File: src/rtl/core/uule_pkg.sv
// uule_pkg: shared constants, types and the 6-bit character map for the uuencode line encoder.
// Used by uule_store, uule_pack and uuencode_line_encoder.
`timescale 1ns / 1ps
package uule_pkg;

	localparam int LINE_BYTES = 54;
	localparam int FILL_W     = $clog2(LINE_BYTES + 1);
	localparam int POS_W      = $clog2(LINE_BYTES + 3);
	localparam int ADDR_W     = $clog2(LINE_BYTES);
	localparam int CHAR_W     = 7;
	localparam int CNT_W      = 3;

	localparam logic [CHAR_W-1:0] CHAR_NL    = 7'h0a;
	localparam logic [CHAR_W-1:0] CHAR_ZERO  = 7'h60;
	localparam logic [CHAR_W-1:0] CHAR_NONE  = 7'h00;
	localparam logic [CNT_W-1:0]  COUNT_ONE  = 3'd1;
	localparam logic [CNT_W-1:0]  COUNT_FOUR = 3'd4;

	localparam logic [1:0] PHASE_FIRST = 2'd0;
	localparam logic [1:0] PHASE_LAST  = 2'd3;

	typedef enum logic [4:0] {
		ST_IDLE = 5'b00001,
		ST_LEN  = 5'b00010,
		ST_RD   = 5'b00100,
		ST_GRP  = 5'b01000,
		ST_NL   = 5'b10000
	} state_t;

	typedef struct packed {
		logic shift;
		logic byte_ok;
	} pack_ctl_t;

	function automatic logic [CHAR_W-1:0] enc6(input logic [5:0] v);
		logic [CHAR_W-1:0] c;
		c = (v == 6'd0) ? CHAR_ZERO : ({1'b0, v} + 7'd32);
		return c;
	endfunction

endpackage

File: src/rtl/core/uuencode_line_encoder.sv
// uuencode_line_encoder: top level; byte gathering, line sequencer and output words.
// Depends on uule_pkg, uule_store and uule_pack.
`timescale 1ns / 1ps
// Bytes are gathered into a 54-entry line store; an input word that does not complete
// or flush a line leaves the encoder idle for the next word. A full store, or an end
// mark with a non-empty store, starts a line: a length word, one 4-character word per
// three bytes, a newline word. The store has one read port, so the group unit fetches
// one byte per cycle in the read state, then offers each group word and waits for its
// output handshake. in_ready is low throughout the line.
// Bytes past the stored count read as zero; the length character gives the true count.
module uuencode_line_encoder (
	input  logic       clk,
	input  logic       arst_n,
	input  logic       in_valid,
	output logic       in_ready,
	input  logic [7:0] data_byte,
	input  logic       has_byte,
	input  logic       end_of_data,
	output logic       out_valid,
	input  logic       out_ready,
	output logic [6:0] char_a,
	output logic [6:0] char_b,
	output logic [6:0] char_c,
	output logic [6:0] char_d,
	output logic [2:0] char_count,
	output logic       line_end
);
	import uule_pkg::*;

	state_t            state_q;
	logic [FILL_W-1:0] fill_q;
	logic [POS_W-1:0]  pos_q;
	logic [1:0]        phase_q;
	logic              ok_q;

	logic              in_acc;
	logic              out_acc;
	logic              store_en;
	logic [FILL_W-1:0] fill_nx;
	logic              start;
	logic              pos_live;
	logic              rd_en;
	logic [7:0]        rd_data;
	pack_ctl_t         pctl;
	logic [CHAR_W-1:0] g_a, g_b, g_c, g_d;

	assign in_ready  = (state_q == ST_IDLE);
	assign out_valid = (state_q == ST_LEN) || (state_q == ST_GRP) || (state_q == ST_NL);
	assign in_acc    = in_valid && in_ready;
	assign out_acc   = out_valid && out_ready;

	always_comb begin
		store_en = in_acc && has_byte && (fill_q < FILL_W'(LINE_BYTES));
		fill_nx  = fill_q + FILL_W'(store_en);
		start    = (fill_nx >= FILL_W'(LINE_BYTES)) || (end_of_data && (fill_nx != '0));
		pos_live = pos_q < POS_W'(fill_q);
		rd_en    = (state_q == ST_RD) && (phase_q != PHASE_LAST) && pos_live;
		pctl.shift   = (state_q == ST_RD) && (phase_q != PHASE_FIRST);
		pctl.byte_ok = ok_q;
	end

	uule_store u_store (
		.clk     (clk),
		.wr_en   (store_en),
		.wr_addr (fill_q[ADDR_W-1:0]),
		.wr_data (data_byte),
		.rd_en   (rd_en),
		.rd_addr (pos_q[ADDR_W-1:0]),
		.rd_data (rd_data)
	);

	uule_pack u_pack (
		.clk     (clk),
		.ctl     (pctl),
		.byte_in (rd_data),
		.char_a  (g_a),
		.char_b  (g_b),
		.char_c  (g_c),
		.char_d  (g_d)
	);

	always_ff @(posedge clk or negedge arst_n) begin
		if (!arst_n) begin
			state_q <= ST_IDLE;
			fill_q  <= '0;
			pos_q   <= '0;
			phase_q <= PHASE_FIRST;
			ok_q    <= 1'b0;
		end else begin
			unique case (state_q)
				ST_IDLE: begin
					if (in_acc) begin
						fill_q <= fill_nx;
						pos_q  <= '0;
						if (start) begin
							state_q <= ST_LEN;
						end
					end
				end
				ST_LEN: begin
					if (out_acc) begin
						state_q <= ST_RD;
						phase_q <= PHASE_FIRST;
					end
				end
				ST_RD: begin
					phase_q <= phase_q + 2'd1;
					if (phase_q != PHASE_LAST) begin
						pos_q <= pos_q + POS_W'(1);
						ok_q  <= pos_live;
					end else begin
						state_q <= ST_GRP;
					end
				end
				ST_GRP: begin
					if (out_acc) begin
						phase_q <= PHASE_FIRST;
						state_q <= pos_live ? ST_RD : ST_NL;
					end
				end
				ST_NL: begin
					if (out_acc) begin
						fill_q  <= '0;
						state_q <= ST_IDLE;
					end
				end
				default: begin
					state_q <= ST_IDLE;
				end
			endcase
		end
	end

	always_comb begin
		char_a     = CHAR_NONE;
		char_b     = CHAR_NONE;
		char_c     = CHAR_NONE;
		char_d     = CHAR_NONE;
		char_count = COUNT_ONE;
		line_end   = 1'b0;
		unique case (state_q)
			ST_LEN: begin
				char_a = enc6(6'(fill_q));
			end
			ST_GRP: begin
				char_a     = g_a;
				char_b     = g_b;
				char_c     = g_c;
				char_d     = g_d;
				char_count = COUNT_FOUR;
			end
			ST_NL: begin
				char_a   = CHAR_NL;
				line_end = 1'b1;
			end
			default: begin
				char_a = CHAR_NONE;
			end
		endcase
	end

`ifndef SYNTHESIS
	a_fill_bound: assert property (@(posedge clk) disable iff (!arst_n)
		fill_q <= FILL_W'(LINE_BYTES))
		else $error("line store fill past line length");

	a_no_overlap: assert property (@(posedge clk) disable iff (!arst_n)
		!(in_ready && out_valid))
		else $error("input taken while a line is draining");

	a_nl_to_idle: assert property (@(posedge clk) disable iff (!arst_n)
		(out_acc && line_end) |=> (in_ready && fill_q == '0))
		else $error("newline word did not return to idle with empty store");

	a_group_has_data: assert property (@(posedge clk) disable iff (!arst_n)
		(out_valid && char_count == COUNT_FOUR) |-> (fill_q != '0))
		else $error("group word on an empty line");
`endif

endmodule

File: src/rtl/core/uule_store.sv
// uule_store: line byte memory, one write and one registered read per cycle.
// Depends on uule_pkg.
`timescale 1ns / 1ps
module uule_store (
	input  logic                      clk,
	input  logic                      wr_en,
	input  logic [uule_pkg::ADDR_W-1:0] wr_addr,
	input  logic [7:0]                wr_data,
	input  logic                      rd_en,
	input  logic [uule_pkg::ADDR_W-1:0] rd_addr,
	output logic [7:0]                rd_data
);
	import uule_pkg::*;

	logic [7:0] mem_q [LINE_BYTES];
	logic [7:0] rd_data_q;

	always_ff @(posedge clk) begin
		if (wr_en) begin
			mem_q[wr_addr] <= wr_data;
		end
		if (rd_en) begin
			rd_data_q <= mem_q[rd_addr];
		end
	end

	assign rd_data = rd_data_q;

endmodule

File: src/rtl/core/uule_pack.sv
// uule_pack: shared group unit; shifts in three bytes and maps the 24 bits to four characters.
// Depends on uule_pkg.
`timescale 1ns / 1ps
module uule_pack (
	input  logic                      clk,
	input  uule_pkg::pack_ctl_t       ctl,
	input  logic [7:0]                byte_in,
	output logic [uule_pkg::CHAR_W-1:0] char_a,
	output logic [uule_pkg::CHAR_W-1:0] char_b,
	output logic [uule_pkg::CHAR_W-1:0] char_c,
	output logic [uule_pkg::CHAR_W-1:0] char_d
);
	import uule_pkg::*;

	logic [23:0] grp_q;

	always_ff @(posedge clk) begin
		if (ctl.shift) begin
			grp_q <= {grp_q[15:0], (ctl.byte_ok ? byte_in : 8'h00)};
		end
	end

	assign char_a = enc6(grp_q[23:18]);
	assign char_b = enc6(grp_q[17:12]);
	assign char_c = enc6(grp_q[11:6]);
	assign char_d = enc6(grp_q[5:0]);

endmodule

File: config.mk
export PLATFORM = sky130hd
export DESIGN_NAME = uuencode_line_encoder
export DESIGN_NICKNAME = d
export VERILOG_FILES = /design/src/rtl/core/uule_pkg.sv /design/src/rtl/core/uuencode_line_encoder.sv /design/src/rtl/core/uule_store.sv /design/src/rtl/core/uule_pack.sv
export SDC_FILE = /design/constraint.sdc
export NUM_CORES = 1
export LEC_CHECK = 0
export ABC_AREA = 1
export BUFFER_PORTS_ARGS = -buffer_cell sky130_fd_sc_hd__clkbuf_2
export CORE_MARGIN = 2
export CORE_UTILIZATION = 55
export CTS_CLUSTER_DIAMETER = 80
export CTS_CLUSTER_SIZE = 24
export DETAILED_ROUTE_END_ITERATION = 6
export PLACE_DENSITY = 0.71
export SYNTH_ARGS = -nofsm -noshare
export SYNTH_HDL_FRONTEND = slang
export SYNTH_SLANG_ARGS = --single-unit
File: constraint.sdc
create_clock -name clk -period 6.6 [get_ports clk]
set_clock_uncertainty 0.15 [all_clocks]
set_input_delay 0.66 -clock clk [delete_from_list [all_inputs] [get_ports clk]]
set_output_delay 0.66 -clock clk [all_outputs]
set_load 0.01 [all_outputs]
**Word level (Yosys, flattened, before mapping)**

Memories as Yosys holds them, arrays and structs flattened. A register that Yosys moved wholly into a read port is not among the register bits.
Cells that the tools add are included.

- Reduce and logical (&&, ||, !) cells: 27
- $lt $le $gt $ge: 3
- Mux-type cells: 29
- Equal/unequal tests: 14
- Add/subtract/negate cells: 8

Operators with widths:

| kind | count |
|---|---|
| 2-to-1 mux 7 bit | 8 |
| adder 6 x 6 -> 7 bit, second input constant | 5 |
| 2-to-1 mux 5 bit | 7 |
| logical NOT 6 bit | 5 |
| one-hot mux 5 bit (5 select lines) | 1 |
| 2-to-1 mux 6 bit | 4 |
| one-hot mux 6 bit (2 select lines) | 2 |
| one-hot mux 7 bit (3 select lines) | 1 |
| != test 2 bit, second input constant | 5 |
| logical AND 1 bit | 8 |
| != test 2 x 1 -> 1 bit, second input constant | 4 |
| nonzero test 2 bit | 4 |
| adder 6 x 1 -> 6 bit | 1 |
| adder 6 x 1 -> 6 bit, second input constant | 1 |
| >= comparator 6 bit, second input constant | 1 |
| less-than comparator 6 bit | 1 |
| less-than comparator 6 bit, second input constant | 1 |
| AND reduction 3 bit | 2 |
| AND reduction 6 bit | 1 |
| nonzero test 6 bit | 1 |
| equality test 5 x 1 -> 1 bit, second input constant | 1 |
| equality test 5 x 2 -> 1 bit, second input constant | 1 |
| equality test 5 x 3 -> 1 bit, second input constant | 1 |
| equality test 5 x 4 -> 1 bit, second input constant | 1 |
| other kinds (9) | 14 |

- Bits in writable memories: 432
- Register bits after elaboration: 44
- Memories kept: 1
- Word-level logic and storage cells: 89
- Bits of input ports: 14

Memory list:

| name | depth | bits a word | read ports | clocked after Yosys merged registers in | wr ports | RTL line | RTL |
|---|---|---|---|---|---|---|---|
| u_store.mem_q | 54 | 8 | 1 | 1 | 1 | uule_store.sv:15 | `logic [7:0] mem_q [LINE_BYTES];` |

**Depth between registers and ports, before layout**

Gate-level depths: netlist (run 1).

- Depth in word-level cells: 11
- Mapped depth: 18
- Mapped depth without buffers: 18

**Cells and area by module**

A second synthesis (run 1) with hierarchy kept.

- Cells, all modules: 1830
- Area total of the unflattened synthesis: 20552.2 µm²

By module, submodules not included:

| module | times used | sequential area each (µm²) | area each (µm²) | cells an instance |
|---|---|---|---|---|
| uule_store | 1 | 13212.7 | 17925.9 | 1511 |
| uuencode_line_encoder | 1 | 501.7 | 1670.4 | 234 |
| uule_pack | 1 | 720.7 | 955.9 | 85 |

**Worst setup path after synthesis (run 1)**

OpenSTA, ideal clock, no wires.

- Path type: register -> register
- Start: register state_q[0]
- End: register state_q[2]
- Stages on the path, launching flop included: 18
- Path buffers: 0
- Library setup time: 124 ps
- Period minus slack after synthesis: 2412 ps
- Setup slack: 4188 ps
- Arrival time: 2138 ps
- Cells stage by stage: dfstp_2 > inv_2 > nor2_2 > nand3_2 > nor2_2 > nand3b_4 > inv_1 > ha_1 > ha_1 > nand2_1 > nand2_1 > nand2_1 > nor2_1 > nand3_1 > nand2_1 > nand2_1 > nand3_1 > nand2_1

- Longest elaborated chain between the ends: 10

Ends and longest elaborated chain:

| element | RTL line | RTL |
|---|---|---|
| from (decl) | uuencode_line_encoder.sv:30 | `state_t state_q;` |
| from (signal assigned) | uuencode_line_encoder.sv:118 | `state_q <= pos_live ? ST_RD : ST_NL;` |
| parallel branches: the longest is 10 deep, another holds adder 6 x 1 -> 6 bit | - |  |

Parallel ways; which one is timed is not known.
A chain may end at the register's enable or synchronous reset.

**Worst setup path in the final report (run 1)**

- Start: register state_q[1]
- End: output port char_a[1]

- Longest elaborated chain between the ends: 2

Ends and longest elaborated chain:

| element | RTL line | RTL |
|---|---|---|
| equality test 5 bit (tied with other cells) | uuencode_line_encoder.sv:141 | `unique case (state_q)` |
| one-hot mux 7 bit (3 select lines) (*) | uuencode_line_encoder.sv:141 |  |
| to (decl) | uuencode_line_encoder.sv:21 | `output logic [6:0] char_a,` |

Every way passes the cells marked *; elsewhere a longest branch is shown, timed or not.

==> metrics.txt, run 1 <==
most frequent cell after synthesis=edfxtp_1; clk sinks=484; Mapped Nets=1812; status=complete, no violations; worst path cell trace=nor2_2, nand4_1, o221ai_1, clkbuf_2; CTS tree=done; Setup WS post-layout=2810 ps; post-synth cell types=39; Reg2Reg Depth=9; predominant post-synthesis flop cell=edfxtp_1; Starting Density=55.7%; Synth Area in Adders=0.615%; Ys Warns=0; DIE AREA=0.0386 mm2; Bufs on Longest Clock Path=3; Hold Path End=state_q[3]; clk slew on worst S/H paths=90 ps; TNS Setup=0 ps; top cells by count, synth=edfxtp_1, nor2_1, nand2_1; Synth Register Bits=484; total track usage=25.6%; vias in the first global route=12.7k; largest net degree at the start of global routing=220; Worst VDD drop=0.188 mV; main combinational cell family by area after synthesis=simple AND/OR/NAND/NOR gates; GRT overflow=0; post-synthesis mux area share=0%; final worst-path cycle share=57.4%; Pwr Density=279 mW/mm2; Critical Path RT=5790 ps; maximum fanout along the worst path=32; Die X=196 um; Critical Path Source=state_q[1]; initial antenna violation count=1; Synth Cell Area=0.0204 mm2; xor/xnor share of the synthesized area=0%; Worst-Skew Late Latency=570 ps; # nets final=1805; register area share after synthesis=70.9%; hold path startpoint=out_ready; Cell Rows=70; FILL cells=2921; Worst Hold Path Cells=2; Die Ht=196 um; Final Max Tran Viols=0; min Tclk post-route=3790 ps; DP HPWL=29300 um; drt pass-1 iters=6; Post-Syn Instances=1788; Final Hold Vio Count=0; core outline area=0.0365 mm2; DRC Markers=0; synthesized area per cell=11.4 um2; Routed Antenna Nets=0; max-cap violations=0; CTS root buf=clkbuf_16; first-pass GRT wire length=74600 um; gp weighted congestion=0.889; vias per cell=5.90; max incr delay on CP=950 ps; CTS resizes=0; R2R Path End=u_store.rd_data[6]; final setup fails=0; via count=13.3k; slowest cell on the critical path=nand4_1; CTS buffer count=25; Fin Hold WS=191 ps; unrepaired setup endpoints after global routing=false; post-synthesis compound-gate area fraction=7.02%; Arrival @ worst endpoint=2980 ps; Post-synth EDFFs=464; Post-Synth Simple-Gate Area=17.4%; port bufs=46; DRT Wirelength=49100 um; drt first-iter violations=1563; top-area cell type share of the netlist area=68.4%; reg-to-reg setup timing slack=3290 ps; Max Fclk=0.264 GHz; Area contributors post-synth=edfxtp_1, nor2_1, nand2_1, o21ai_0, nand3_1; largest area contributor in the netlist=edfxtp_1; Slew headroom=20.9%; slew at the pin closest to its max-slew limit=1180 ps; boundary pin count=48; Hold WC Path Type=in -> reg; Crit. End Element=output pin; WL per Instance=21.7 um; Lkg Pwr=0.00773 uW; CP Launch Type=flop; layout cell share with drive strength beyond 1=7.14%; WS Path Type=reg -> out; Layout area overhead=5.56%; r2r startpoint=pos_q[1]; H-tree depth=1; pre-CTS setup slack=3330 ps; ys async rst share=4.13%
[flip-flops by register name (all words and copies together) (netlist names)]
| register | flops |
|---|---|
| ok_q | 1 |
| phase_q | 2 |
| pos_q | 6 |
| u_pack.grp_q | 24 |
| state_q | 5 |
| fill_q | 6 |
| u_store.rd_data | 8 |
| u_store.mem_q | 432 |
[cell usage in the layout, fill, tap and decap left out, types with 6 or more instances in the layout]
| cell | instances |
|---|---|
| a21oi_1 | 34 |
| a31oi_1 | 8 |
| buf_4 | 15 |
| clkbuf_1 | 6 |
| clkbuf_16 | 25 |
| clkbuf_2 | 46 |
| dfrtp_1 | 17 |
| edfxtp_1 | 464 |
| ha_1 | 10 |
| inv_1 | 63 |
| inv_2 | 7 |
| nand2_1 | 270 |
| nand3_1 | 141 |
| nand3_2 | 8 |
| nand4_1 | 7 |
| nor2_1 | 403 |
| o211ai_1 | 18 |
| o21ai_0 | 146 |
| o21ai_1 | 51 |
[kinds of logic (layout without fill, tap and decap cells)]
logic type / after synthesis / in the layout
DFF: 484 / 484
and+or+nand+nor: 853 / 853
other: 1 / 2
buffers and inverters: 171 / 175
AOI/OAI and AO/OA: 269 / 269
adders and majority gates: 10 / 10
[per-layer routing]
metal | GRT usage [%] | wire length (um) | vias to the layer above | part of all wire (%)
met5 | 0 | 0 | - | 0
met4 | 9.74 | 1940 | 0 | 4.0
met2 | 41.6 | 23200 | 621 | 47
li1 | - | - | 6168 | -
met1 | 34.4 | 19600 | 6436 | 40
met3 | 5.17 | 4300 | 120 | 8.8
[where the power goes]
| group | switching (uW) | internal, uW | leakage [uW] |
|---|---|---|---|
| clock | 955 | 712 | 0.000344 |
| combinational | 666 | 221 | 0.00295 |
| sequential | 38.8 | 3410 | 0.00444 |
| total | 1660 | 4340 | 0.00773 |
[area by class of cell]
cell class	instances	area (um2)	area share, %
Tap cell	468	586	2.72
Clock inverter	7	62.6	0.291
Sequential cell	484	14400	67.2
Antenna cell	1	2.50	0.0116
Timing Repair Buffer	63	373	1.73
Multi-Input combinational cell	1133	5100	23.7
Inverter	74	280	1.30
Clock buffer	31	648	3.02
[timing repair]
item,in CTS,in global routing
hold endpoints to repair,19,0
hold buffers,1,0
endpoints found under the setup margin,0,0
buffers inserted,0,0
[worst max-delay path, delay by kind of cell, from the launching register on]
family	cells	cell delay, ps
buffers and inverters	1	200
AO/OA/AOI/OAI	1	600
flip-flops	1	420
AND/OR/NAND/NOR	2	1190
[worst max path at each step]
stage / end / slack [ps] / depth (start not counted)
2_1_floorplan: state_q[2] / 4190 / 17
3_3_place_gp: u_store.rd_data[5] / 3360 / 9
3_5_place_dp: u_store.rd_data[5] / 3330 / 9
4_1_cts: char_a[6] / 2820 / 6
5_1_grt: char_a[6] / 2500 / 6
6_report: char_a[1] / 2810 / 4
[metrics by stage]
step                util (%)  std cells  area, um2  total power, uW
floorplan                  -       1788      20400             4130
global placement        56.9       2221      20800             4380
detailed placement      56.9       2221      20800             4390
CTS                     58.8       2260      21500             6010
global route            58.8       2260      21500             6210
finish                  58.8       2261      21500             6000
Note: power is estimated with default switching activity, not from simulation.
==> run 2, diff against run 1 <==
PLACE_DENSITY = 0.74   (was 0.71)
clock period = 3 ns   (was 6.6 ns; I/O delays follow)
==> run 2 against run 1 <==
- critical path depth grew 3
- die area is the same
- global-route usage shrank 0.15 points
- sequential share of layout area shrank 1.9 points
- wire length shrank 0.42%
- non-clock buffer count grew 68
- highest routed layer unchanged
==> metrics.txt, run 2 (same netlist as run 1, synthesis figures left out) <==
Worst-Skew Late Latency=560 ps; Non-Filler Instances=2335; drt pass-1 iters=6; Cell Rows=70; Routed Antenna Nets=0; Bufs on Longest Clock Path=3; Die Ht=196 um; DRT Wirelength=48900 um; Pwr Density=598 mW/mm2; layout cell share with drive strength beyond 1=10.5%; commonest non-fill, non-tap cell in the layout=edfxtp_1; most frequent cells in the layout=edfxtp_1, nor2_1, nand2_1, o21ai_0, nand3_1; register area=0.0144 mm2; boundary pin count=48; vias in the first global route=13.0k; Critical Path RT=2550 ps; GRT overflow=0; CTS buffer count=25; Layout area overhead=8.56%; unrepaired setup endpoints after global routing=false; slowest cell on the critical path=dfrtp_1; first-pass GRT wire length=75100 um; drt first-iter violations=1676; TNS Setup=0 ps; CTS root buf=clkbuf_16; DIE AREA=0.0386 mm2; Cells after DPL=2286; FILL cells=2912; via count=13.6k; final worst-path cycle share=93.1%; number of setup buffers added after CTS=0; Multi-input gate area=0.00512 mm2; Final Max Tran Viols=0; Crit. End Element=output pin; Worst VDD drop=0.436 mV; Most Frequent Cell on Critical Path=nand2_1; max-cap violations=0; Max Fclk=0.358 GHz; Final Hold Vio Count=0; clk sinks=484; Hold WC Path Type=in -> async; vias per cell=5.82; maximum fanout along the worst path=9; clk slew on worst S/H paths=90 ps; max incr delay on CP=510 ps; Slew headroom=41.2%; WL per Instance=20.9 um; status=complete, no violations; slew at the pin closest to its max-slew limit=881 ps; Largest register FFs=432; WS Path Type=reg -> out; antenna cells=0; total track usage=25.4%; gp weighted congestion=0.914; Arrival @ worst endpoint=2340 ps; port bufs=46; H-tree depth=1; Starting Density=55.7%; initial antenna violation count=0; Die X=196 um; final setup fails=0; core outline area=0.0365 mm2; # nets final=1873; worst path cell trace=clkinv_1, buf_4, nand2_1, o21ai_0, nand2_1, nand2_1, clkbuf_2; largest net degree at the start of global routing=146; Lkg Pwr=0.00811 uW; Most flops, register=u_store.mem_q; CP Launch Type=flop; min Tclk post-route=2790 ps; DRC Markers=0; CTS tree=done; DP HPWL=30800 um
run 2: cell types whose count changed in the layout (fill, tap and decap cells not counted), sizes merged:
cell	previous run	this run
clkbuf	77	86
dlygate4sd3	1	4
clkinv	5	4
clkinvlp	1	0
diode	1	0
buf	16	81
run 2: cell type report:
cell class | count | share of cell area [%]
sequential | 484 | 65.3
inverter | 74 | 1.27
multi-input combinational | 1133 | 23.2
timing repair buffer | 131 | 4.26
clock inverter | 5 | 0.232
clock buffer | 40 | 3.09
tap | 468 | 2.65
run 2: path summary, 6_finish.rpt:
kind                       slack [ps]             from              endpoint  cells after the start
max                               210        fill_q[3]             char_a[6]                      7
min                               100           arst_n             fill_q[5]                      2
max reg2reg                       250       state_q[0]  u_store.mem_q[27][4]                      8
min reg2reg                       320  u_pack.grp_q[1]       u_pack.grp_q[9]                      0
max in group asynchronous        2190           arst_n              pos_q[0]                      2
min in group clk                  110     data_byte[5]  u_store.mem_q[49][5]                      1
run 2: layer usage:
layer  part of all wire (%)  track usage, %
met1                     42            37.1
met2                     47            40.5
met3                    8.4            3.42
met4                    2.8            7.46
met5                      0               0
run 2: what timing repair did:
item / 4_1_cts / 5_1_grt
endpoints found under the hold margin: 26 / 0
gates resized for setup: 0 / 6
setup endpoints to repair: 0 / 35
hold buffers: 4 / 0
run 2: metrics by stage:
step	hold slack [ps]	area (um2)	utilization (%)	setup WS [ps]	power, uW
2_1_floorplan	-146	20400	-	588	9090
4_1_cts	95.8	22100	60.5	98.6	13200
3_5_place_dp	150	21300	58.3	123	9650
3_3_place_gp	145	21300	58.3	206	9600
6_report	99.0	22100	60.5	208	13200
5_1_grt	105	22100	60.5	21.0	13700
run 2: critical path, delay by kind of cell, from the launching register on:
| family | cells | cell delay (ps) |
|---|---|---|
| AO/OA/AOI/OAI | 1 | 410 |
| buffers and inverters | 3 | 390 |
| AND/OR/NAND/NOR | 3 | 470 |
| flip-flops | 1 | 510 |
run 2: where the power goes:
group          internal (uW)  switching (uW)
sequential              7500             110
clock                   1610            2060
combinational            532            1410
total                   9640            3580
